--- src/rtl/pps_pkg.sv ---
// Shared constants, widths and the arctangent table of the projectile pitch solver.
// Used by every module of the solver but pps_mul; depends on nothing else.
package pps_pkg;

    // Number of CORDIC rotations; more than 32 acts as 32.
    localparam int CORDIC_STEPS = 16;
    localparam int CORDIC_CELLS = (CORDIC_STEPS > 32) ? 32 : CORDIC_STEPS;

    // Cell counts of the two square roots and of the time divider.
    localparam int SQ1_CELLS = 45;
    localparam int SQ2_CELLS = 62;
    localparam int DIV_CELLS = 20;

    // The pitch result waits this many stages to meet the flight time.
    localparam int PITCH_DLY  = SQ2_CELLS + DIV_CELLS + 2 - CORDIC_CELLS;
    localparam int PIPE_DEPTH = 13 + SQ1_CELLS + SQ2_CELLS + DIV_CELLS;

    // Square root cell widths: radicand, partial remainder, root.
    localparam int SQ_RAD_W  = 128;
    localparam int SQ_REM_W  = 66;
    localparam int SQ_ROOT_W = 64;

    // CORDIC vector and angle widths.
    localparam int CX_W = 43;
    localparam int CZ_W = 34;

    // Divider remainder width and quotient width.
    localparam int DIV_W = 108;
    localparam int QT_W  = 20;

    localparam logic [14:0] G_RESET      = 15'd9783;
    localparam logic [13:0] W_SCALE      = 14'd15625;
    localparam logic [9:0]  T_SCALE      = 10'd1000;
    localparam logic [17:0] PITCH_MAX    = 18'd25736;
    localparam logic [19:0] TIME_MAX     = 20'hFFFFF;
    localparam logic [CZ_W-1:0] ROUND_HALF = CZ_W'(32768);

    // Arctangent of 2^-idx in radians times 2^30.
    function automatic logic signed [CZ_W-1:0] atan_q30(input logic [4:0] idx);
        logic signed [CZ_W-1:0] v;
        unique case (idx)
            5'd0:  v = 34'sd843314857;
            5'd1:  v = 34'sd497837829;
            5'd2:  v = 34'sd263043837;
            5'd3:  v = 34'sd133525159;
            5'd4:  v = 34'sd67021687;
            5'd5:  v = 34'sd33543516;
            5'd6:  v = 34'sd16775851;
            5'd7:  v = 34'sd8388437;
            5'd8:  v = 34'sd4194283;
            5'd9:  v = 34'sd2097149;
            5'd10: v = 34'sd1048576;
            5'd11: v = 34'sd524288;
            5'd12: v = 34'sd262144;
            5'd13: v = 34'sd131072;
            5'd14: v = 34'sd65536;
            5'd15: v = 34'sd32768;
            5'd16: v = 34'sd16384;
            5'd17: v = 34'sd8192;
            5'd18: v = 34'sd4096;
            5'd19: v = 34'sd2048;
            5'd20: v = 34'sd1024;
            5'd21: v = 34'sd512;
            5'd22: v = 34'sd256;
            5'd23: v = 34'sd128;
            5'd24: v = 34'sd64;
            5'd25: v = 34'sd32;
            5'd26: v = 34'sd16;
            5'd27: v = 34'sd8;
            5'd28: v = 34'sd4;
            5'd29: v = 34'sd2;
            5'd30: v = 34'sd1;
            default: v = '0;
        endcase
        return v;
    endfunction

endpackage

--- src/rtl/pps_cordic_cell.sv ---
// One vectoring CORDIC rotation; the cell's position sets its shift and angle.
// Depends on pps_pkg for widths and the arctangent table.
module pps_cordic_cell (
    input  logic                             aclk,
    input  logic                             en,
    input  logic [4:0]                       step,
    input  logic signed [pps_pkg::CX_W-1:0]  x_i,
    input  logic signed [pps_pkg::CX_W-1:0]  y_i,
    input  logic signed [pps_pkg::CZ_W-1:0]  z_i,
    output logic signed [pps_pkg::CX_W-1:0]  x_o,
    output logic signed [pps_pkg::CX_W-1:0]  y_o,
    output logic signed [pps_pkg::CZ_W-1:0]  z_o
);
    import pps_pkg::*;

    logic signed [CX_W-1:0] x_reg, y_reg, xs, ys;
    logic signed [CZ_W-1:0] z_reg, ang;

    always_comb begin
        xs  = x_i >>> step;
        ys  = y_i >>> step;
        ang = atan_q30(step);
    end

    // Rotate toward the x axis; a non-negative y rotates clockwise.
    always_ff @(posedge aclk) begin
        if (en) begin
            if (!y_i[CX_W-1]) begin
                x_reg <= x_i + ys;
                y_reg <= y_i - xs;
                z_reg <= z_i + ang;
            end else begin
                x_reg <= x_i - ys;
                y_reg <= y_i + xs;
                z_reg <= z_i - ang;
            end
        end
    end

    assign x_o = x_reg;
    assign y_o = y_reg;
    assign z_o = z_reg;

endmodule

--- config.mk ---
export PLATFORM = sky130hd
export DESIGN_NAME = pps_cordic_cell
export DESIGN_NICKNAME = d
export VERILOG_FILES = /design/src/rtl/pps_pkg.sv /design/src/rtl/pps_cordic_cell.sv
export SDC_FILE = /design/constraint.sdc
export NUM_CORES = 1
export LEC_CHECK = 0
export BUFFER_PORTS_ARGS = -buffer_cell sky130_fd_sc_hd__buf_2
export CAP_MARGIN = 30
export CORE_ASPECT_RATIO = 1.25
export CORE_UTILIZATION = 51
export DETAILED_ROUTE_END_ITERATION = 10
export MAX_ROUTING_LAYER = met4
export PLACE_DENSITY = 0.73
export SLEW_MARGIN = 20
export SYNTH_ARGS = -nofsm -noshare
export SYNTH_HDL_FRONTEND = slang
export SYNTH_SLANG_ARGS = --single-unit
--- constraint.sdc ---
create_clock -name aclk -period 12.3 [get_ports aclk]
set_input_delay 2.46 -clock aclk [delete_from_list [all_inputs] [get_ports aclk]]
set_output_delay 2.46 -clock aclk [all_outputs]
set_load 0.02 [all_outputs]
==> impl_results.md <==
* Cell variety after synth at 96
* CTS Sinks at 120
* First-pass GRT wire length at 106000 µm
* CTS buffer count at 17
* Most frequent CP cell: o21ai_0
* Clock Path Buffers at 2
* Filler Cells Inserted at 3359
* Largest net degree at the start of global routing at 87
* IO Count at 247
* Internal power at 1.52 mW
* Post_cts resized at 0
* CP delay by family, top: compound AO/OA/AOI/OAI gates
* Average wire per standard cell at 25.3 µm
* # setup viols final at 0
* Crit path cell chain: buf_6 -> buf_4 -> mux4_2 -> mux2i_1 -> nand2_1 -> a31oi_1 -> ha_1 -> and3_1 -> a21oi_1 -> xnor2_1 -> ha_1 -> nor4_1 -> o21ai_0 -> a41oi_1 -> o211ai_1 -> o21ai_0 -> o31ai_1 -> a211o_1 -> a221oi_1 -> o21ai_0 -> xor2_1
* Final instance area at 0.0208 mm²
* Status: finished clean
* Antenna Violating Nets Remaining at 0
* Avg Vias per Cell at 6.84
* GP Congestion at 1.08
* Synth area leaders: edfxtp_1 19%, mux4_2 11%, ha_1 9.2%
* Post-DP Area at 0.0202 mm²
* Largest stage delay, worst path at 840 ps
* Std-Cell Rows at 78
* Fin Hold WS at 2310 ps
* Cells after Synth at 2115
* Unrepaired setup endpoints after global routing: no
* Hold_buf cts at 0
* Initial antenna violation count at 1
* Hold Crit Depth at 2
* DR vias at 19000
* Setup crit end kind: flip-flop
* Power per cell area at 128 mW/mm²
* Post-layout nets at 2549
* Drt drc at 0
* Synthesis-stage register bit count at 120
* Crit share post-route at 0.777
* Final WL at 70100 µm
* Max-Slew Margin vs Limit at 0.266
* Slew Limit Fails at 0
* Pleak at 8.47 nW
* Layout cell share with drive strength beyond 1 at 0.212
* Share of the synthesized area in the top cell type at 0.192
* Worst Path Max Fanout at 67
* Die Height at 217 µm
* CTS root buffer: clkbuf_16
* Sw frac at 0.432
* Number of I/O port buffers at 246
* Setup Fix Bufs, Post-CTS at 0
* DR iter-0 viols at 1812
* Register area at 0.00360 mm²
* CTS H-Tree Depth at 4
* Post-Syn Area at 0.0188 mm²
* Die width at 174 µm
* CTS tree: done
* Final Hold Viols at 0
* Yosys warns at 0
* Initial Utilization at 0.518
* Syn_area_per_cell at 8.88 µm²
* Setup_tns at 0 ps
* DP Worst Slack at 2420 ps
* Area of the multi-input gates at 0.0144 mm²
* Total GRT Usage at 0.378
* Startpoint Class: primary input
* Post-Syn Nets at 2383
* Flop pwr share at 0.241
* Worst-Margin Slew at 1100 ps
* Final Power at 2.67 mW
* Total grt overflow at 0
* Synth Flop Type: edfxtp_1
* Clock power frac at 0.206
* Clock-pin transition on the worst setup and hold timing paths at 70 ps
* Area Overhead vs Synth at 10.6%
* Register area share after synthesis at 0.192
* Final Worst Setup Slack at 2740 ps
* Req. time, crit path at 12510 ps
* Vias in the first global route at 18400
* Core area at 0.0363 mm²
* Die area at 0.0376 mm²
* Layout Cells excl Fill at 2774
* DP HPWL at 53400 µm
* FMAX at 0.105 GHz
* Final core utilization at 0.572
* Critical Path AT at 9770 ps
* Worst path bufs/invs at 2
* DP Cell Count at 2741
* Max VDD drop at 0.000107 V
* Max-cap violations at 0
* Comb pwr share at 0.553
* Min Tclk post-route at 9560 ps
* Cell taking the most area after synthesis: edfxtp_1
* HP Class: primary input to flip-flop
* Hold Startpoint: y_i[0]
* Fraction of registers with async set/reset at 0
* Pre-antenna DRT Iters at 6
* Sw power at 1.15 mW
* Post-synth EDFFs at 120
* CP max-delay cell: a221oi_1
* Hold EP: y_o[0]
* Critical path class: primary input to flip-flop
[routing by layer]
metal / share of wire / routed length, µm / track usage / vias up
li1: - / - / - / 8482
met1: 0.37 / 26200 / 0.427 / 9085
met2: 0.48 / 33300 / 0.616 / 1106
met3: 0.084 / 5870 / 0.0714 / 298
met4: 0.067 / 4660 / 0.241 / 0
met5: 0 / 0 / - / -
[layout by cell type (no fill, tap or decap), drive strengths merged, types with 49 or more instances in the layout]
cell type	instances
edfxtp	120
buf	271
nor2	167
mux2	49
mux2i	68
xnor2	139
mux4	100
xor2	61
ha	138
a21oi	180
o21ai	109
nand2	177
a21o	65
[cells in the mapped netlist (17+ instances only)]
library cell and count:
nand2_1 177, o21a_1 18, a31oi_1 43, nor2_1 167, buf_2 26, a21oi_1 179
nand3_1 45, and2_1 17, nand4_1 17, a21o_1 65, o21ai_0 106, nor2b_1 28
mux2i_1 67, o21bai_1 17, o211ai_1 21, a211oi_1 21, ha_1 138, xor2_1 61
buf_1 26, edfxtp_1 120, inv_1 41, nand2b_1 25, and3_1 27, xnor2_1 139
mux4_2 93, o22ai_1 31, nor3_1 45, mux2_2 49, clkbuf_1 51
[area by class of cell]
class                   count  area share
well taps                 480      0.0289
clock buffers              18      0.0207
inverters                  47     0.00849
repair buffers            271      0.0688
flip-flops and latches    120       0.173
diodes                      1    0.000120
clock inverters            13     0.00861
multi-input cells        1824       0.691
[flip-flops by register name (all words and copies together), names as in the netlist]
signal / flops
x_o: 43
y_o: 43
z_o: 34
[worst max-delay path by stage]
stage,startpoint,end,slack (ps),depth (start not counted)
5_1_grt,step[0],y_o[33],2260,21
4_1_cts,step[0],y_o[33],2870,21
2_1_floorplan,step[1],z_o[32],3740,28
3_5_place_dp,step[0],y_o[33],2420,21
6_report,step[0],y_o[33],2740,21
3_3_place_gp,step[0],y_o[33],2540,21
[cells by family after synthesis]
family	share of synthesized area
adder cells (fa/ha/maj)	0.0951
XOR/XNOR	0.0932
AO/OA/AOI/OAI	0.222
buffers and inverters	0.0440
flip-flops	0.192
AND/OR/NAND/NOR	0.166
multiplexers	0.188
[power groups by stage]
| stage | Combinational (mW) | Sequential, mW | Clock, mW |
|---|---|---|---|
| floorplan | 0.889 | 0.799 | 0 |
| global placement | 1.43 | 0.648 | 0 |
| detailed placement | 1.44 | 0.650 | 0 |
| CTS | 1.45 | 0.644 | 0.552 |
| global route | 1.58 | 0.652 | 0.565 |
| finish | 1.47 | 0.642 | 0.549 |
No activity file was read; power rests on OpenSTA's default activity.
