--- src/rtl/pps_pkg.sv ---
// Shared constants, widths and the arctangent table of the projectile pitch solver.
// Used by every module of the solver but pps_mul; depends on nothing else.
package pps_pkg;

    // Number of CORDIC rotations; more than 32 acts as 32.
    localparam int CORDIC_STEPS = 16;
    localparam int CORDIC_CELLS = (CORDIC_STEPS > 32) ? 32 : CORDIC_STEPS;

    // Cell counts of the two square roots and of the time divider.
    localparam int SQ1_CELLS = 45;
    localparam int SQ2_CELLS = 62;
    localparam int DIV_CELLS = 20;

    // The pitch result waits this many stages to meet the flight time.
    localparam int PITCH_DLY  = SQ2_CELLS + DIV_CELLS + 2 - CORDIC_CELLS;
    localparam int PIPE_DEPTH = 13 + SQ1_CELLS + SQ2_CELLS + DIV_CELLS;

    // Square root cell widths: radicand, partial remainder, root.
    localparam int SQ_RAD_W  = 128;
    localparam int SQ_REM_W  = 66;
    localparam int SQ_ROOT_W = 64;

    // CORDIC vector and angle widths.
    localparam int CX_W = 43;
    localparam int CZ_W = 34;

    // Divider remainder width and quotient width.
    localparam int DIV_W = 108;
    localparam int QT_W  = 20;

    localparam logic [14:0] G_RESET      = 15'd9783;
    localparam logic [13:0] W_SCALE      = 14'd15625;
    localparam logic [9:0]  T_SCALE      = 10'd1000;
    localparam logic [17:0] PITCH_MAX    = 18'd25736;
    localparam logic [19:0] TIME_MAX     = 20'hFFFFF;
    localparam logic [CZ_W-1:0] ROUND_HALF = CZ_W'(32768);

    // Arctangent of 2^-idx in radians times 2^30.
    function automatic logic signed [CZ_W-1:0] atan_q30(input logic [4:0] idx);
        logic signed [CZ_W-1:0] v;
        unique case (idx)
            5'd0:  v = 34'sd843314857;
            5'd1:  v = 34'sd497837829;
            5'd2:  v = 34'sd263043837;
            5'd3:  v = 34'sd133525159;
            5'd4:  v = 34'sd67021687;
            5'd5:  v = 34'sd33543516;
            5'd6:  v = 34'sd16775851;
            5'd7:  v = 34'sd8388437;
            5'd8:  v = 34'sd4194283;
            5'd9:  v = 34'sd2097149;
            5'd10: v = 34'sd1048576;
            5'd11: v = 34'sd524288;
            5'd12: v = 34'sd262144;
            5'd13: v = 34'sd131072;
            5'd14: v = 34'sd65536;
            5'd15: v = 34'sd32768;
            5'd16: v = 34'sd16384;
            5'd17: v = 34'sd8192;
            5'd18: v = 34'sd4096;
            5'd19: v = 34'sd2048;
            5'd20: v = 34'sd1024;
            5'd21: v = 34'sd512;
            5'd22: v = 34'sd256;
            5'd23: v = 34'sd128;
            5'd24: v = 34'sd64;
            5'd25: v = 34'sd32;
            5'd26: v = 34'sd16;
            5'd27: v = 34'sd8;
            5'd28: v = 34'sd4;
            5'd29: v = 34'sd2;
            5'd30: v = 34'sd1;
            default: v = '0;
        endcase
        return v;
    endfunction

endpackage

--- src/rtl/pps_sqrt_cell.sv ---
// One cell of the digit-by-digit square root chain: one root bit per cell.
// Depends on pps_pkg.
module pps_sqrt_cell (
    input  logic                           aclk,
    input  logic                           en,
    input  logic [pps_pkg::SQ_RAD_W-1:0]   rad_i,
    input  logic [pps_pkg::SQ_REM_W-1:0]   rem_i,
    input  logic [pps_pkg::SQ_ROOT_W-1:0]  root_i,
    output logic [pps_pkg::SQ_RAD_W-1:0]   rad_o,
    output logic [pps_pkg::SQ_REM_W-1:0]   rem_o,
    output logic [pps_pkg::SQ_ROOT_W-1:0]  root_o
);
    import pps_pkg::*;

    logic [SQ_RAD_W-1:0]  rad_reg;
    logic [SQ_REM_W-1:0]  rem_reg;
    logic [SQ_ROOT_W-1:0] root_reg;
    logic [SQ_REM_W-1:0]  rem_sh, trial;
    logic                 fits;

    // Bring down the next two radicand bits and try a one in the next root bit.
    always_comb begin
        rem_sh = {rem_i[SQ_REM_W-3:0], rad_i[SQ_RAD_W-1:SQ_RAD_W-2]};
        trial  = {root_i, 2'b01};
        fits   = (rem_sh >= trial);
    end

    always_ff @(posedge aclk) begin
        if (en) begin
            rad_reg  <= {rad_i[SQ_RAD_W-3:0], 2'b00};
            rem_reg  <= fits ? (rem_sh - trial) : rem_sh;
            root_reg <= {root_i[SQ_ROOT_W-2:0], fits};
        end
    end

    assign rad_o  = rad_reg;
    assign rem_o  = rem_reg;
    assign root_o = root_reg;

endmodule

--- config.mk ---
export PLATFORM = sky130hd
export DESIGN_NAME = pps_sqrt_cell
export DESIGN_NICKNAME = d
export VERILOG_FILES = /design/src/rtl/pps_pkg.sv /design/src/rtl/pps_sqrt_cell.sv
export SDC_FILE = /design/constraint.sdc
export NUM_CORES = 1
export LEC_CHECK = 0
export BUFFER_PORTS_ARGS = -buffer_cell sky130_fd_sc_hd__buf_2
export CAP_MARGIN = 15
export CORE_AREA = 2 2 203 205
export CTS_BUF_LIST = sky130_fd_sc_hd__clkbuf_2 sky130_fd_sc_hd__clkbuf_4 sky130_fd_sc_hd__clkbuf_8
export DETAILED_ROUTE_END_ITERATION = 8
export DIE_AREA = 0 0 205 207
export HOLD_SLACK_MARGIN = 0.15
export PLACE_DENSITY = 0.58
export SLEW_MARGIN = 20
export SYNTH_ARGS = -nofsm -noshare
export SYNTH_HDL_FRONTEND = slang
export SYNTH_SLANG_ARGS = --single-unit
--- constraint.sdc ---
create_clock -name aclk -period 4.7 [get_ports aclk]
set_clock_uncertainty 0.2 [all_clocks]
set_input_delay 0.94 -clock aclk [delete_from_list [all_inputs] [get_ports aclk]]
set_output_delay 0.94 -clock aclk [all_outputs]
set_load 0.02 [all_outputs]
==> flow_summary_export.csv <==
group,metric,value,unit
run_status,outcome,"completed",
yosys,yosys_register_bits,256,
min_path,min_path_type,"in -> reg",
global_routing,grt_max_degree,109,
cells_and_area,drive_gt1_share,37.7,%
yosys,seq_area_frac_synth,60.7,%
power,leakagePower,7.48,nW
cells_and_area,stdcell_count,2177,
global_routing,grt.met1_usage,20.0,%
die,core_area,40400,µm²
placement,dp_hpwl,33.1,mm
sta,hold_viol,0,
critical_path,max_stage_delay,610,ps
power,powerDensity,380,nW/µm²
yosys,yosysUniqueCellTypes,59,
drt,drc,0,
yosys,yosys.area.top_type,"edfxtp_1",
global_routing,grt_pass1_vias,10414,
critical_path,required,4910,ps
cells_and_area,final_area,16800,µm²
sta,drv_slew,0,
die,die-area,42400,µm²
placement,io_buffers,513,
yosys,synthCells,1067,
critical_path,worstPathCellList,"buf_2 > inv_1 > ha_1 > o21a_1 > o211ai_1 > a21oi_1 > o21ai_0 > a21oi_1 > a21oi_1 > o31a_1 > o211ai_1 > and4_1 > nor3_1",
yosys,synth_area_leaders,"edfxtp_1 (61%), ha_1 (6.5%), a21oi_1 (5.3%), nor2_1 (2.9%), xnor2_1 (2.6%)",
drt,via_per_inst,4.75,
drt,wl,41.4,mm
sta,layout_min_cycle_time,3940,ps
placement,placed_cell_area,15900,µm²
critical_path,crit_type,"in -> reg",
yosys,yosysTopAreaCellShare,60.7,%
power,power,0.00641,W
drt,ant_nets,0,
yosys,synth_area,12700,µm²
critical_path,path_buf_inv,2,
power,ir_worst_vdd,0.000197,V
critical_path,worstPathArrival,4150,ps
clocking,clock_sinks,256,
sta,finalWorstSetupSlack,760,ps
clocking,ctsResizeCount,0,
sta,slew_headroom,39.7,%
clocking,clk_pin_slew_worst_paths,70,ps
die,ios,518,
global_routing,grtUsageMet3,5.16,%
yosys,syn_area_per_cell,11.9,µm²
placement,numPlacedInstances,2093,
clocking,cts_tree,"done",
drt,wl_per_cell,19.0,µm
critical_path,worst_path_most_repeated_cell,"a21oi_1",
critical_path,slowest_stage,"o21ai_0",
global_routing,grt_first_pass_wirelength,60.6,mm
die,start_util,31.4,%
yosys,synth_edf_count,256,
clocking,htreeDepth,2,
global_routing,grtUsageMet2,34.7,%
die,rows,74,
critical_path,crit_fanout,4,
clocking,clk_path_buf_depth,3,
run,drv_cap,0,
drt,dr.first_iter.drc_count,613,
sta,worst_pin_slew,904,ps
sta,grt_setup_unrepaired,"false",
cells_and_area,syn_to_final_growth,33.0,%
die,die_h,207,µm
global_routing,grt-ovfl-total,0,
yosys,yosysMostFrequentCell,"edfxtp_1",
drt,dr.pass1.iters,5,
critical_path,cp-end-kind,"flop",
sta,finalSetupTns,0,ps
global_routing,grtUsageTotal,18.8,%
critical_path,cp_top_family,"compound AO/OA/AOI/OAI gates",
yosys,synthTopCellsByCount,"edfxtp_1 (256), a21oi_1 (135), nor2_1 (99)",
critical_path,cp-start-kind,"primary input",
drt,via_count,10344,
cells_and_area,nets,1934,
yosys,async_reset_ff_share,0,%
placement,gp_congestion,0.844,
sta,setup_violations,0,
global_routing,antenna_found_initial,4,
clocking,post_cts_buffers,0,
yosys,yosys_warnings,0,
clocking,cts_buffers,45,
sta,fin_crit_sh,83.8,%
clocking,postCtsHoldBufs,0,
clocking,clock-root-buffer,"clkbuf_8",
sta,fmax,254,MHz
placement,dpl_worst_slack,177,ps
die,die_w,205,µm
global_routing,busiest_layer,"met2",
yosys,synth_ff_type,"edfxtp_1",
## cell type report
class                           instances  area (µm²)
Antenna cell                            4        10.0
Multi-Input combinational cell        679        4430
Fill cell                            4001       23500
Clock buffer                           54         693
Sequential cell                       256        7690
Inverter                               84         315
Timing Repair Buffer                  542        2850
Tap cell                              532         666
Clock inverter                         26         199
## where the power goes
group	internal [W]	switching, W
logic	0.000538	0.000954
clock network	0.00114	0.000942
registers	0.00278	0.0000506
total	0.00446	0.00195
## worst paths after layout
kind | start | to | slack, ps | depth (start not counted)
setup / recovery | root_i[3] | rem_o[65]$_DFFE_PP_ | 760 | 13
hold / removal | rad_i[6] | rad_o[8]$_DFFE_PP_ | 320 | 1
## per-layer routing
layer / vias to the layer above / wire length [µm]
met1: 4883 / 15100
met5: - / 0
li1: 5018 / -
met3: 62 / 3220
met4: 0 / 1370
met2: 381 / 21600
## state kept, by name (all words and copies together) (netlist names)
| signal | count |
|---|---|
| rad_o | 126 |
| root_o | 64 |
| rem_o | 66 |
## layout by cell type (no fill, tap or decap), types with 4 or more instances in the layout
cell      netlist  routed
a211o_1         4       4
a211oi_1        7       7
a21boi_0        5       5
a21o_1         39      39
a21oi_1       135     135
a31oi_1         6       6
and3_1          5       5
buf_12          0       4
buf_2          24     512
buf_4           4      25
clkbuf_4        0       8
clkbuf_8        0      46
clkinv_1        0      15
clkinv_2        0       5
diode_2         0       4
edfxtp_1      256     256
ha_1           66      66
inv_1          84      84
mux2_1          5       5
mux2_2          4       4
nand2_1        62      62
nand2b_1        5       5
nand3_1        15      15
nand4_1        27      27
nor2_1         99      99
nor2b_1         5       5
nor3_1         11      11
nor4_1          4       4
o211ai_1        6       6
o21a_1         10      10
o21ai_0        40      40
o21bai_1       11      11
o22ai_1         4       4
xnor2_1        37      37
xor2_1         25      25
## cells by family after synthesis
logic type / after synthesis / synth area share (%)
AO/OA/AOI/OAI: 294 / 14.4
AND/OR/NAND/NOR: 245 / 8.75
multiplexers: 10 / 0.879
adder cells (fa/ha/maj): 66 / 6.52
flip-flops: 256 / 60.7
XOR/XNOR: 62 / 4.29
buffers and inverters: 133 / 4.38
other: 1 / 0.0296
## metrics by stage
stage               util, %  hold slack [ps]
global route           41.7              253
CTS                    41.7              240
finish                 41.7              317
global placement       39.5              917
floorplan                 -              839
detailed placement     39.5              918
Power figures use the tool's default switching activity.
