--- config.mk ---
export PLATFORM = sky130hd
export DESIGN_NAME = pps_div_cell
export DESIGN_NICKNAME = d
export VERILOG_FILES = /design/src/rtl/pps_pkg.sv /design/src/rtl/pps_div_cell.sv
export SDC_FILE = /design/constraint.sdc
export NUM_CORES = 1
export LEC_CHECK = 0
export BUFFER_PORTS_ARGS = -buffer_cell sky130_fd_sc_hd__clkbuf_2
export CAP_MARGIN = 40
export CORE_AREA = 2 2 199 201
export DETAILED_ROUTE_END_ITERATION = 12
export DIE_AREA = 0 0 201 203
export GPL_TIMING_DRIVEN = 0
export PLACE_DENSITY = 0.64
export SETUP_SLACK_MARGIN = 0.4
export SYNTH_ARGS = -nofsm -noshare
export SYNTH_HDL_FRONTEND = slang
export SYNTH_SLANG_ARGS = --single-unit
--- constraint.sdc ---
create_clock -name aclk -period 6.5 [get_ports aclk]
set_input_delay 1.3 -clock aclk [delete_from_list [all_inputs] [get_ports aclk]]
set_output_delay 1.3 -clock aclk [all_outputs]
set_load 0.01 [all_outputs]
--- src/rtl/pps_pkg.sv ---
// Shared constants, widths and the arctangent table of the projectile pitch solver.
// Used by every module of the solver but pps_mul; depends on nothing else.
package pps_pkg;

    // Number of CORDIC rotations; more than 32 acts as 32.
    localparam int CORDIC_STEPS = 16;
    localparam int CORDIC_CELLS = (CORDIC_STEPS > 32) ? 32 : CORDIC_STEPS;

    // Cell counts of the two square roots and of the time divider.
    localparam int SQ1_CELLS = 45;
    localparam int SQ2_CELLS = 62;
    localparam int DIV_CELLS = 20;

    // The pitch result waits this many stages to meet the flight time.
    localparam int PITCH_DLY  = SQ2_CELLS + DIV_CELLS + 2 - CORDIC_CELLS;
    localparam int PIPE_DEPTH = 13 + SQ1_CELLS + SQ2_CELLS + DIV_CELLS;

    // Square root cell widths: radicand, partial remainder, root.
    localparam int SQ_RAD_W  = 128;
    localparam int SQ_REM_W  = 66;
    localparam int SQ_ROOT_W = 64;

    // CORDIC vector and angle widths.
    localparam int CX_W = 43;
    localparam int CZ_W = 34;

    // Divider remainder width and quotient width.
    localparam int DIV_W = 108;
    localparam int QT_W  = 20;

    localparam logic [14:0] G_RESET      = 15'd9783;
    localparam logic [13:0] W_SCALE      = 14'd15625;
    localparam logic [9:0]  T_SCALE      = 10'd1000;
    localparam logic [17:0] PITCH_MAX    = 18'd25736;
    localparam logic [19:0] TIME_MAX     = 20'hFFFFF;
    localparam logic [CZ_W-1:0] ROUND_HALF = CZ_W'(32768);

    // Arctangent of 2^-idx in radians times 2^30.
    function automatic logic signed [CZ_W-1:0] atan_q30(input logic [4:0] idx);
        logic signed [CZ_W-1:0] v;
        unique case (idx)
            5'd0:  v = 34'sd843314857;
            5'd1:  v = 34'sd497837829;
            5'd2:  v = 34'sd263043837;
            5'd3:  v = 34'sd133525159;
            5'd4:  v = 34'sd67021687;
            5'd5:  v = 34'sd33543516;
            5'd6:  v = 34'sd16775851;
            5'd7:  v = 34'sd8388437;
            5'd8:  v = 34'sd4194283;
            5'd9:  v = 34'sd2097149;
            5'd10: v = 34'sd1048576;
            5'd11: v = 34'sd524288;
            5'd12: v = 34'sd262144;
            5'd13: v = 34'sd131072;
            5'd14: v = 34'sd65536;
            5'd15: v = 34'sd32768;
            5'd16: v = 34'sd16384;
            5'd17: v = 34'sd8192;
            5'd18: v = 34'sd4096;
            5'd19: v = 34'sd2048;
            5'd20: v = 34'sd1024;
            5'd21: v = 34'sd512;
            5'd22: v = 34'sd256;
            5'd23: v = 34'sd128;
            5'd24: v = 34'sd64;
            5'd25: v = 34'sd32;
            5'd26: v = 34'sd16;
            5'd27: v = 34'sd8;
            5'd28: v = 34'sd4;
            5'd29: v = 34'sd2;
            5'd30: v = 34'sd1;
            default: v = '0;
        endcase
        return v;
    endfunction

endpackage

--- src/rtl/pps_div_cell.sv ---
// One restoring division cell: one quotient bit per cell, divisor halves each cell.
// Depends on pps_pkg.
module pps_div_cell (
    input  logic                        aclk,
    input  logic                        en,
    input  logic [pps_pkg::DIV_W-1:0]   num_i,
    input  logic [pps_pkg::DIV_W-1:0]   dvs_i,
    input  logic [pps_pkg::QT_W-1:0]    quo_i,
    output logic [pps_pkg::DIV_W-1:0]   num_o,
    output logic [pps_pkg::DIV_W-1:0]   dvs_o,
    output logic [pps_pkg::QT_W-1:0]    quo_o
);
    import pps_pkg::*;

    logic [DIV_W-1:0] num_reg, dvs_reg;
    logic [QT_W-1:0]  quo_reg;
    logic             fits;

    assign fits = (num_i >= dvs_i);

    always_ff @(posedge aclk) begin
        if (en) begin
            num_reg <= fits ? (num_i - dvs_i) : num_i;
            dvs_reg <= {1'b0, dvs_i[DIV_W-1:1]};
            quo_reg <= {quo_i[QT_W-2:0], fits};
        end
    end

    assign num_o = num_reg;
    assign dvs_o = dvs_reg;
    assign quo_o = quo_reg;

endmodule

==> key figures, run 1 <==
Synth
  – Mapped Area: between 15000 and 20000 µm²
  – Post-synthesis register bit count: 235
  – Yosys warnings: 0
  – FFs w/ async S/R, synth: 0
  – Cells after synthesis: 1608
  – Synth Flop Type: edfxtp_1
  – Syn_nets: approximately 2000
  – Post-synth EDFFs: 235
  – Yosys cell types: 69
  – Avg Cell Area, Syn: roughly 10 µm²
  – Register area share after synthesis: 0.440

Worst setup path
  – Critical-path maximum fanout: 7
  – Critical Path End Type: flop
  – Critical path launch point type: input port
  – Critical path class: in -> reg
  – Crit path largest cell delay: 0.85 ns
  – Critical Path AT: just under 6 ns
  – Worst path cell trace: clkbuf_2, inv_1, ha_1, a21o_1, or3_1, o21bai_1, a211oi_1, o31ai_1, a2111oi_1, clkdlybuf4s15_2, o21ai_1, nand3_1, a21oi_1, xnor2_1, mux2_1
  – CP Data Required Time: 6.81 ns
  – Slowest cell on crit path: o31ai_1

STA
  – Setup repair after global routing missed its margin: false
  – Period Utilization, post-route: 0.858
  – Post-layout min period: between 5 and 6 ns
  – Achievable Freq: roughly 0.18 GHz
  – Slew @ Worst Pin: slightly above 1 ns
  – Slew Viols, Final: 0
  – Setup Total Neg Slack: 0 ns
  – Final hold viol count: 0
  – Final setup violation count: 0
  – Relative slew margins: 0.311

Power and ir drop
  – Register share of total power: 0.402
  – Comb power frac: 0.285
  – Leak Pwr: a little under 9 nW
  – Peak supply drop: roughly 170 µV
  – Switching share of power: 0.315
  – Clk pwr share: 0.313
  – Sw Pwr: between 0.001 and 0.0015 W
  – Cell internal pwr: around 0.0033 W
  – Pwr/cell area: roughly 240 nW/µm²
  – Pwr Total: about 0.0047 W

GRT
  – Largest net degree at the start of global routing: about 100
  – Total GRT Usage: 0.240
  – Initial antenna violation count: 9
  – Vias in the first global route: approximately 14000
  – First-pass GRT wire length: approximately 77 mm
  – Total grt overflow: 0

Clock tree
  – CTS root buffer: clkbuf_16
  – CTS Hold Bufs: 0
  – Setup Buffers After CTS: 0
  – Htree depth: 1
  – Num CTS Buffers: 27
  – # resized after CTS: 0
  – Reg clk slew, reported paths: ~0.07 ns
  – Max clock buf depth: 3
  – CTS tree: yes
  – CTS sink cnt: approximately 240

Finish
  – Share of cells above drive strength 1: 0.266
  – Final Util: 0.520
  – Final nets: 2460
  – Area delta synth->final: 24.7%

Route
  – Vias per cell: between 5 and 6
  – WL final: 50.8 mm
  – Drt initial violations: 894
  – Drt drc: 0
  – Via count: around 14000
  – Antenna Violating Nets Remaining: 0
  – Drt wl/cell: ~19 µm
  – Router iterations before antenna repair: 6

Floorplanning
  – IO Count: about 470
  – Die area: 40800 µm²
  – Die Ht: a little over 200 µm
  – Width of the die: between 200 and 250 µm
  – Initial Util: 0.417
  – Site row count: just over 70
  – Core area: between 30000 and 40000 µm²

Status
  – Status: finished clean

Place
  – Post-DP HPWL: 41.5 mm
  – Port bufs: 471
  – Gpl congestion: around 0.91

Min path
  – Hold crit path type: in -> reg

Run
  – Maximum Capacitance Violations: 0
cell type report:
class / instances / area, µm²
flip-flops and latches: 235 / 7060
inverters: 157 / 589
repair buffers: 476 / 2440
plain buffers: 81 / 374
well taps: 518 / 648
multi-input cells: 1135 / 8030
clock inverters: 20 / 178
clock buffers: 29 / 683
diodes: 6 / 15.0
fillers: 3641 / 18500
synthesized netlist by cell type (all sizes together), types with 4 or more instances:
library cell  count  area [µm²]
edfxtp          235        7060
a21oi           162         818
inv             157         589
nand2           110         413
ha              108        1350
o21ai            96         480
mux2             93        1050
nor2             86         323
nand4            62         394
clkbuf           60         225
xnor2            58         508
a21o             54         405
o21bai           34         255
xor2             33         289
nor3             28         145
o21a             25         188
o31ai            23         203
buf              21         149
a31oi            20         125
nand3            13        65.1
a21boi           11        86.3
nand2b           11        68.8
a211oi            9        67.6
and2              8        50.1
and3              8        50.1
or2               8        50.1
nor2b             7        43.8
nor4              6        37.5
or3               6        37.5
and4              5        43.8
nor3b             4        30.0
o211a             4        40.0
o311ai            4        42.6
o31a              4        43.8
or4               4        30.0
worst max-delay path: cells and delay by family:
kind	cells	cell delay, ns
AND/OR/NAND/NOR	2	0.71
multiplexers	1	0.28
buffers and inverters	3	0.45
AO/OA/AOI/OAI	7	2.67
XOR/XNOR	1	0.10
adder cells (fa/ha/maj)	1	0.37
stage by stage:
stage	cells	hold WS, ns	setup WS (ns)	instance area, µm²
finish	2657	0.922	0.922	20000
global route	2657	0.899	0.882	20000
CTS	2651	0.887	1.08	20000
detailed placement	2602	1.48	0.503	19100
global placement	2597	1.48	0.427	19100
floorplan	1608	1.40	1.97	16000
state kept, by name, summed over array words and instances (netlist names):
| name | flops |
|---|---|
| dvs_o | 107 |
| quo_o | 20 |
| num_o | 108 |
kinds of logic after synthesis:
kind of cell,after synthesis,synth area share
AO/OA/AOI/OAI,468,0.185
AND/OR/NAND/NOR,371,0.114
buffers and inverters,238,0.0600
flip-flops,235,0.440
adder cells (fa/ha/maj),109,0.0855
multiplexers,95,0.0665
XOR/XNOR,91,0.0497
other,1,0.000234
path summary, 6_finish.rpt:
kind              startpoint                  end  slack [ns]  cells past startpoint
setup / recovery    dvs_i[6]  num_o[95]$_DFFE_PP_        0.92                     15
hold / removal      quo_i[4]   quo_o[5]$_DFFE_PP_        0.92                      1
layer usage:
layer | part of all wire | routed length, µm | global-route usage
met5 | 0.00061 | 31 | 0
met4 | 0.031 | 1560 | 0.0839
met3 | 0.066 | 3370 | 0.0409
met2 | 0.48 | 24500 | 0.410
met1 | 0.42 | 21300 | 0.307
cell usage in the layout (no fill, tap or decap), types with 7 or more instances in the layout:
master	synthesis	layout
nand2b_1	11	11
mux2_1	93	93
nand2_1	110	110
clkbuf_2	0	470
o21a_1	25	25
nand4_1	61	61
nor3_1	27	27
clkbuf_16	0	27
ha_1	108	108
edfxtp_1	235	235
clkbuf_1	60	62
nand3_1	13	13
xnor2_1	58	58
inv_1	156	156
xor2_1	33	33
or2_2	7	7
and3_1	8	8
o31ai_1	17	17
a31oi_1	20	20
buf_4	10	10
o21bai_1	34	34
a211oi_1	9	9
a21boi_0	10	10
buf_2	8	9
and2_1	8	8
o21ai_0	90	90
nor2b_1	7	7
nor2_1	86	86
a21oi_1	160	160
a21o_1	54	54
power groups by stage:
stage / sequential [W] / clock, W / combinational [W]
floorplan: 0.00203 / 0 / 0.000738
global placement: 0.00195 / 0 / 0.00133
detailed placement: 0.00194 / 0 / 0.00134
CTS: 0.00191 / 0.00153 / 0.00135
global route: 0.00192 / 0.00158 / 0.00148
finish: 0.00191 / 0.00149 / 0.00135
(Power assumes the default switching activity.)
==> run 2: changes to the inputs <==
CELL_PAD_IN_SITES_DETAIL_PLACEMENT = 1   (was unset)
CELL_PAD_IN_SITES_GLOBAL_PLACEMENT = 1   (was unset)
CORE_AREA = 2 2 197 199   (was 2 2 199 201)
DIE_AREA = 0 0 199 201   (was 0 0 201 203)
PLACE_DENSITY = 0.84   (was 0.64)
==> key figures, run 2 (synthesis gave the netlist of run 1 again) <==
STA
  – Slew @ Worst Pin: 1.08 ns (was 1.02 ns)
  – Relative slew margins: 0.275 (was 0.311)
  – Final hold viol count: 0 (unchanged)
  – Period Utilization, post-route: 0.859 (was 0.858)
  – Achievable Freq: 0.179 GHz (about the same)
  – Smallest setup slack after layout: 0.918 ns (was 0.922 ns)
  – Setup repair after global routing missed its margin: false (unchanged)
  – Post-layout min period: 5.58 ns (about the same)
  – Slew Viols, Final: 0 (unchanged)
  – Final setup violation count: 0 (unchanged)
  – Setup Total Neg Slack: 0 ns (unchanged)

Clock tree
  – Num CTS Buffers: 28 (was 27)
  – CTS tree: yes (unchanged)
  – Reg clk slew, reported paths: 0.06 ns (was 0.07 ns)
  – CTS Hold Bufs: 0 (unchanged)
  – CTS root buffer: clkbuf_16 (unchanged)
  – # resized after CTS: 0 (unchanged)
  – Setup Buffers After CTS: 0 (unchanged)
  – CTS sink cnt: 235 (unchanged)
  – Htree depth: 1 (unchanged)
  – Max clock buf depth: 3 (unchanged)

Route
  – Antenna Violating Nets Remaining: 0 (unchanged)
  – Via count: 14775 (was 14287)
  – WL final: 59.5 mm (was 50.8 mm)
  – Drt wl/cell: 22.3 µm (was 19.1 µm)
  – Drt drc: 0 (unchanged)
  – Vias per cell: 5.55 (was 5.38)
  – Drt initial violations: 659 (was 894)
  – Router iterations before antenna repair: 5 (was 6)

Floorplanning
  – Die area: 40000 µm² (was 40800 µm²)
  – Width of the die: 199 µm (was 201 µm)
  – IO Count: 474 (unchanged)
  – Core area: 38100 µm² (was 38500 µm²)
  – Site row count: 72 (unchanged)
  – Initial Util: 0.421 (was 0.417)
  – Die Ht: 201 µm (was 203 µm)

Finish
  – Commonest non-fill, non-tap cell in the layout: clkbuf_2 (unchanged)
  – Register area: 7060 µm² (unchanged)
  – Area delta synth->final: 25.2% (was 24.7%)
  – Area of the multi-input gates: 8030 µm² (unchanged)
  – Final nets: 2461 (was 2460)
  – Filler instances: 4503 (was 3641)
  – Max reg flops: 108 (unchanged)
  – Share of cells above drive strength 1: 0.264 (was 0.266)
  – Most frequent cells in the layout: clkbuf_2, edfxtp_1, a21oi_1 (unchanged)

Run
  – Maximum Capacitance Violations: 0 (unchanged)

Worst setup path
  – Crit path largest cell delay: 0.83 ns (was 0.85 ns)
  – Critical path launch point type: input port (unchanged)
  – Critical-path maximum fanout: 7 (unchanged)
  – Worst path cell trace: clkbuf_2, inv_1, ha_1, a21o_1, or3_1, o21bai_1, a211oi_1, o31ai_1, a2111oi_1, clkdlybuf4s15_2, o21ai_1, nand3_1, a21oi_1, xnor2_1, mux2_1 (unchanged)
  – Critical Path End Type: flop (unchanged)
  – Critical Path AT: 5.89 ns (about the same)
  – CP Data Required Time: 6.80 ns (was 6.81 ns)
  – Slowest cell on crit path: o31ai_1 (unchanged)
  – Critical path class: in -> reg (unchanged)

Place
  – Port bufs: 471 (unchanged)
  – Worst slack at placement: 0.433 ns (was 0.503 ns)
  – Gpl congestion: 0.886 (was 0.909)
  – Post-DP HPWL: 48.0 mm (was 41.5 mm)

Power and ir drop
  – Pwr/cell area: 246 nW/µm² (was 237 nW/µm²)
  – Peak supply drop: 174 µV (was 173 µV)
  – Leak Pwr: 9.00 nW (was 8.95 nW)

GRT
  – Vias in the first global route: 15725 (was 14028)
  – First-pass GRT wire length: 88.5 mm (was 77.0 mm)
  – Total GRT Usage: 0.286 (was 0.240)
  – Total grt overflow: 0 (unchanged)
  – Initial antenna violation count: 12 (was 9)
  – Largest net degree at the start of global routing: 110 (was 102)

Status
  – Status: finished clean (unchanged)

Min path
  – Hold crit path type: in -> reg (unchanged)
-- run 2: cell types whose count changed in the layout (fill, tap and decap cells not counted), sizes merged --
cell      delta
clkbuf       +5
inv          -2
bufinv       +2
diode        +4
clkinv       +3
clkinvlp     -5
-- run 2: metal layers --
| layer | up-vias | wire (µm) | GRT usage |
|---|---|---|---|
| li1 | 6921 | - | - |
| met1 | 7219 | 23400 | 0.332 |
| met2 | 498 | 30200 | 0.515 |
| met3 | 133 | 3540 | 0.0517 |
| met4 | 4 | 2340 | 0.119 |
| met5 | - | 28 | 0 |
-- run 2: stage by stage --
step	util	power, W	cells	area (µm²)	hold WS [ns]
4_1_cts	0.527	0.00497	2654	20100	0.889
6_report	0.527	0.00495	2664	20100	0.915
3_3_place_gp	0.500	0.00329	2597	19100	1.48
3_5_place_dp	0.502	0.00334	2602	19100	1.48
2_1_floorplan	-	0.00277	1608	16000	1.40
5_1_grt	0.527	0.00516	2662	20100	0.897
-- run 2: worst paths after layout --
check | start | slack (ns) | cells past startpoint | endpoint
worst min-delay path | quo_i[1] | 0.91 | 1 | quo_o[2]$_DFFE_PP_
worst max-delay path | dvs_i[6] | 0.92 | 15 | num_o[95]$_DFFE_PP_
-- run 2: worst max-delay path, delay by kind of cell --
family	cells	cell delay [ns]
buf+inv	3	0.44
mux	1	0.29
compound gates	7	2.65
xor+xnor	1	0.11
fa+ha+maj	1	0.36
simple gates	2	0.71
-- run 2: power by group --
group / internal [W] / total, W / switching, W
clock network: 0.000969 / 0.00162 / 0.000646
registers: 0.00187 / 0.00192 / 0.0000502
logic: 0.000539 / 0.00141 / 0.000874
-- run 2: layout make-up --
type                       instances  area share
buffer                            81      0.0186
antenna                           10     0.00125
clock inverter                    18     0.00953
timing repair buffer             476       0.122
inverter                         157      0.0293
multi-input combinational       1135       0.399
sequential                       235       0.351
tap                              518      0.0322
clock buffer                      34      0.0370
==> run 3: changes to the inputs <==
CORE_AREA = 2 2 180 217   (was 2 2 197 199)
DIE_AREA = 0 0 182 219   (was 0 0 199 201)
RECOVER_POWER = 25   (was unset)
==> key figures, run 3 (synthesis gave the netlist of run 1 again) <==
Clock tree
  – Reg clk slew, reported paths: 0.06 ns (about the same)
  – Setup Buffers After CTS: 0 (unchanged)
  – Num CTS Buffers: 27 (was 28)
  – CTS sink cnt: 235 (unchanged)
  – CTS tree: yes (unchanged)
  – CTS root buffer: clkbuf_16 (unchanged)
  – # resized after CTS: 0 (unchanged)
  – Htree depth: 1 (unchanged)
  – Max clock buf depth: 3 (unchanged)
  – CTS Hold Bufs: 0 (unchanged)

Finish
  – Area delta synth->final: 23.6% (was 25.2%)
  – Most frequent cells in the layout: clkbuf_2, edfxtp_1, clkbuf_1 (was clkbuf_2, edfxtp_1, a21oi_1)
  – Share of cells above drive strength 1: 0.218 (was 0.264)
  – Final nets: 2462 (was 2461)
  – Max reg flops: 108 (unchanged)
  – Filler instances: 4437 (was 4503)
  – Final Util: 0.526 (was 0.527)
  – Commonest non-fill, non-tap cell in the layout: clkbuf_2 (unchanged)

Floorplanning
  – Die area: 39900 µm² (was 40000 µm²)
  – IO Count: 474 (unchanged)
  – Width of the die: 182 µm (was 199 µm)
  – Core area: 37700 µm² (was 38100 µm²)
  – Site row count: 78 (was 72)
  – Die Ht: 219 µm (was 201 µm)
  – Initial Util: 0.426 (was 0.421)

Worst setup path
  – Critical path launch point type: input port (unchanged)
  – Crit path largest cell delay: 0.47 ns (was 0.83 ns)
  – Buffers & Inverters on Critical Path: 5 (was 3)
  – Worst path cell trace: clkbuf_1, inv_1, ha_1, clkbuf_1, a21oi_1, nand2_1, o211ai_1, a21boi_2, o311ai_2, nand3b_1, o31a_4, a211o_2, a21oi_2, or2_1, buf_6, buf_4, mux2_1 (was clkbuf_2, inv_1, ha_1, a21o_1, or3_1, o21bai_1, a211oi_1, o31ai_1, a2111oi_1, clkdlybuf4s15_2, o21ai_1, nand3_1, a21oi_1, xnor2_1, mux2_1)
  – CP Data Required Time: 6.79 ns (was 6.80 ns)
  – Origin of the worst setup path: dvs_i[7] (was dvs_i[6])
  – Critical Path End Type: flop (unchanged)
  – Most frequent cell on the critical path: clkbuf_1
  – Critical path class: in -> reg (unchanged)
  – Critical Path AT: 5.67 ns (was 5.89 ns)
  – Slowest cell on crit path: o211ai_1 (was o31ai_1)
  – Critical path's top delay family: compound AO/OA/AOI/OAI gates (unchanged)
  – Critical-path maximum fanout: 10 (was 7)

Route
  – Vias per cell: 5.69 (was 5.55)
  – Drt drc: 0 (unchanged)
  – Router iterations before antenna repair: 6 (was 5)
  – Drt initial violations: 1115 (was 659)
  – Drt wl/cell: 23.1 µm (was 22.3 µm)
  – WL final: 60.4 mm (was 59.5 mm)
  – Antenna Violating Nets Remaining: 0 (unchanged)
  – Via count: 14909 (was 14775)

GRT
  – Initial antenna violation count: 10 (was 12)
  – Total grt overflow: 0 (unchanged)
  – Total GRT Usage: 0.293 (was 0.286)
  – First-pass GRT wire length: 90.7 mm (was 88.5 mm)
  – Largest net degree at the start of global routing: 116 (was 110)
  – Vias in the first global route: 15966 (was 15725)

Power and ir drop
  – Leak Pwr: 8.66 nW (was 9.00 nW)
  – Switching share of power: 0.324 (was 0.317)
  – Sw Pwr: 0.00159 W (was 0.00157 W)
  – Peak supply drop: 164 µV (was 174 µV)
  – Cell internal pwr: 0.00332 W (was 0.00338 W)
  – Pwr/cell area: 248 nW/µm² (was 246 nW/µm²)
  – Register share of total power: 0.392 (was 0.388)
  – Pwr Total: 0.00491 W (was 0.00495 W)
  – Clk pwr share: 0.322 (was 0.326)
  – Comb power frac: 0.286 (about the same)

STA
  – Relative slew margins: -1.02 (was 0.275)
  – Setup repair after global routing missed its margin: false (unchanged)
  – Post-layout min period: 5.38 ns (was 5.58 ns)
  – Period Utilization, post-route: 0.828 (was 0.859)
  – Setup Total Neg Slack: 0 ns (unchanged)
  – Final hold viol count: 0 (unchanged)
  – Hold slack: 0.916 ns (was 0.915 ns)
  – Slew Viols, Final: 240 (was 0)
  – Final setup violation count: 0 (unchanged)
  – Achievable Freq: 0.186 GHz (was 0.179 GHz)
  – Slew @ Worst Pin: 3.03 ns (was 1.08 ns)

Run
  – Maximum Capacitance Violations: 3 (was 0)

Status
  – Failing checks: capacitance limit, slew limit
  – Status: finished, violations left (was finished clean)

Min path
  – Hold Path Origin: quo_i[17] (was quo_i[1])
  – Hold crit path type: in -> reg (unchanged)

Place
  – Gpl congestion: 0.899 (was 0.886)
  – Post-DP HPWL: 48.6 mm (was 48.0 mm)
  – Port bufs: 471 (unchanged)
run 3: worst paths after layout:
path                              end  slack (ns)  cells past startpoint
setup / recovery  num_o[92]$_DFFE_PP_        1.12                     17
hold / removal    quo_o[18]$_DFFE_PP_        0.92                      1
run 3: stage by stage:
stage	worst slack, ns	instances	area (µm²)
2_1_floorplan	1.97	1608	16000
3_3_place_gp	0.519	2559	19000
3_5_place_dp	0.704	2566	19100
4_1_cts	1.29	2613	20000
5_1_grt	1.02	2619	19800
6_report	1.12	2621	19800
run 3: layout make-up:
cell class | count | area [µm²] | share of cell area
inverters | 157 | 589 | 0.0297
flip-flops and latches | 235 | 7060 | 0.356
repair buffers | 478 | 2270 | 0.114
well taps | 480 | 601 | 0.0303
diodes | 8 | 20.0 | 0.00101
multi-input cells | 1135 | 8030 | 0.405
clock inverters | 18 | 208 | 0.0105
clock buffers | 29 | 683 | 0.0345
plain buffers | 81 | 374 | 0.0189
run 3: power by group through the flow:
stage	clock, W	combinational, W	sequential (W)
after floorplan	0	0.000738	0.00203
after detailed placement	0	0.00139	0.00195
final	0.00158	0.00141	0.00193
after CTS	0.00161	0.00141	0.00192
after global placement	0	0.00134	0.00195
after global routing	0.00165	0.00152	0.00194
run 3: layer usage:
metal  share of wire  track usage  routed length (µm)
met5         0.00050            0                  30
met2            0.52        0.555               31500
met1            0.38        0.323               22900
met3           0.054       0.0453                3250
met4           0.047        0.129                2850
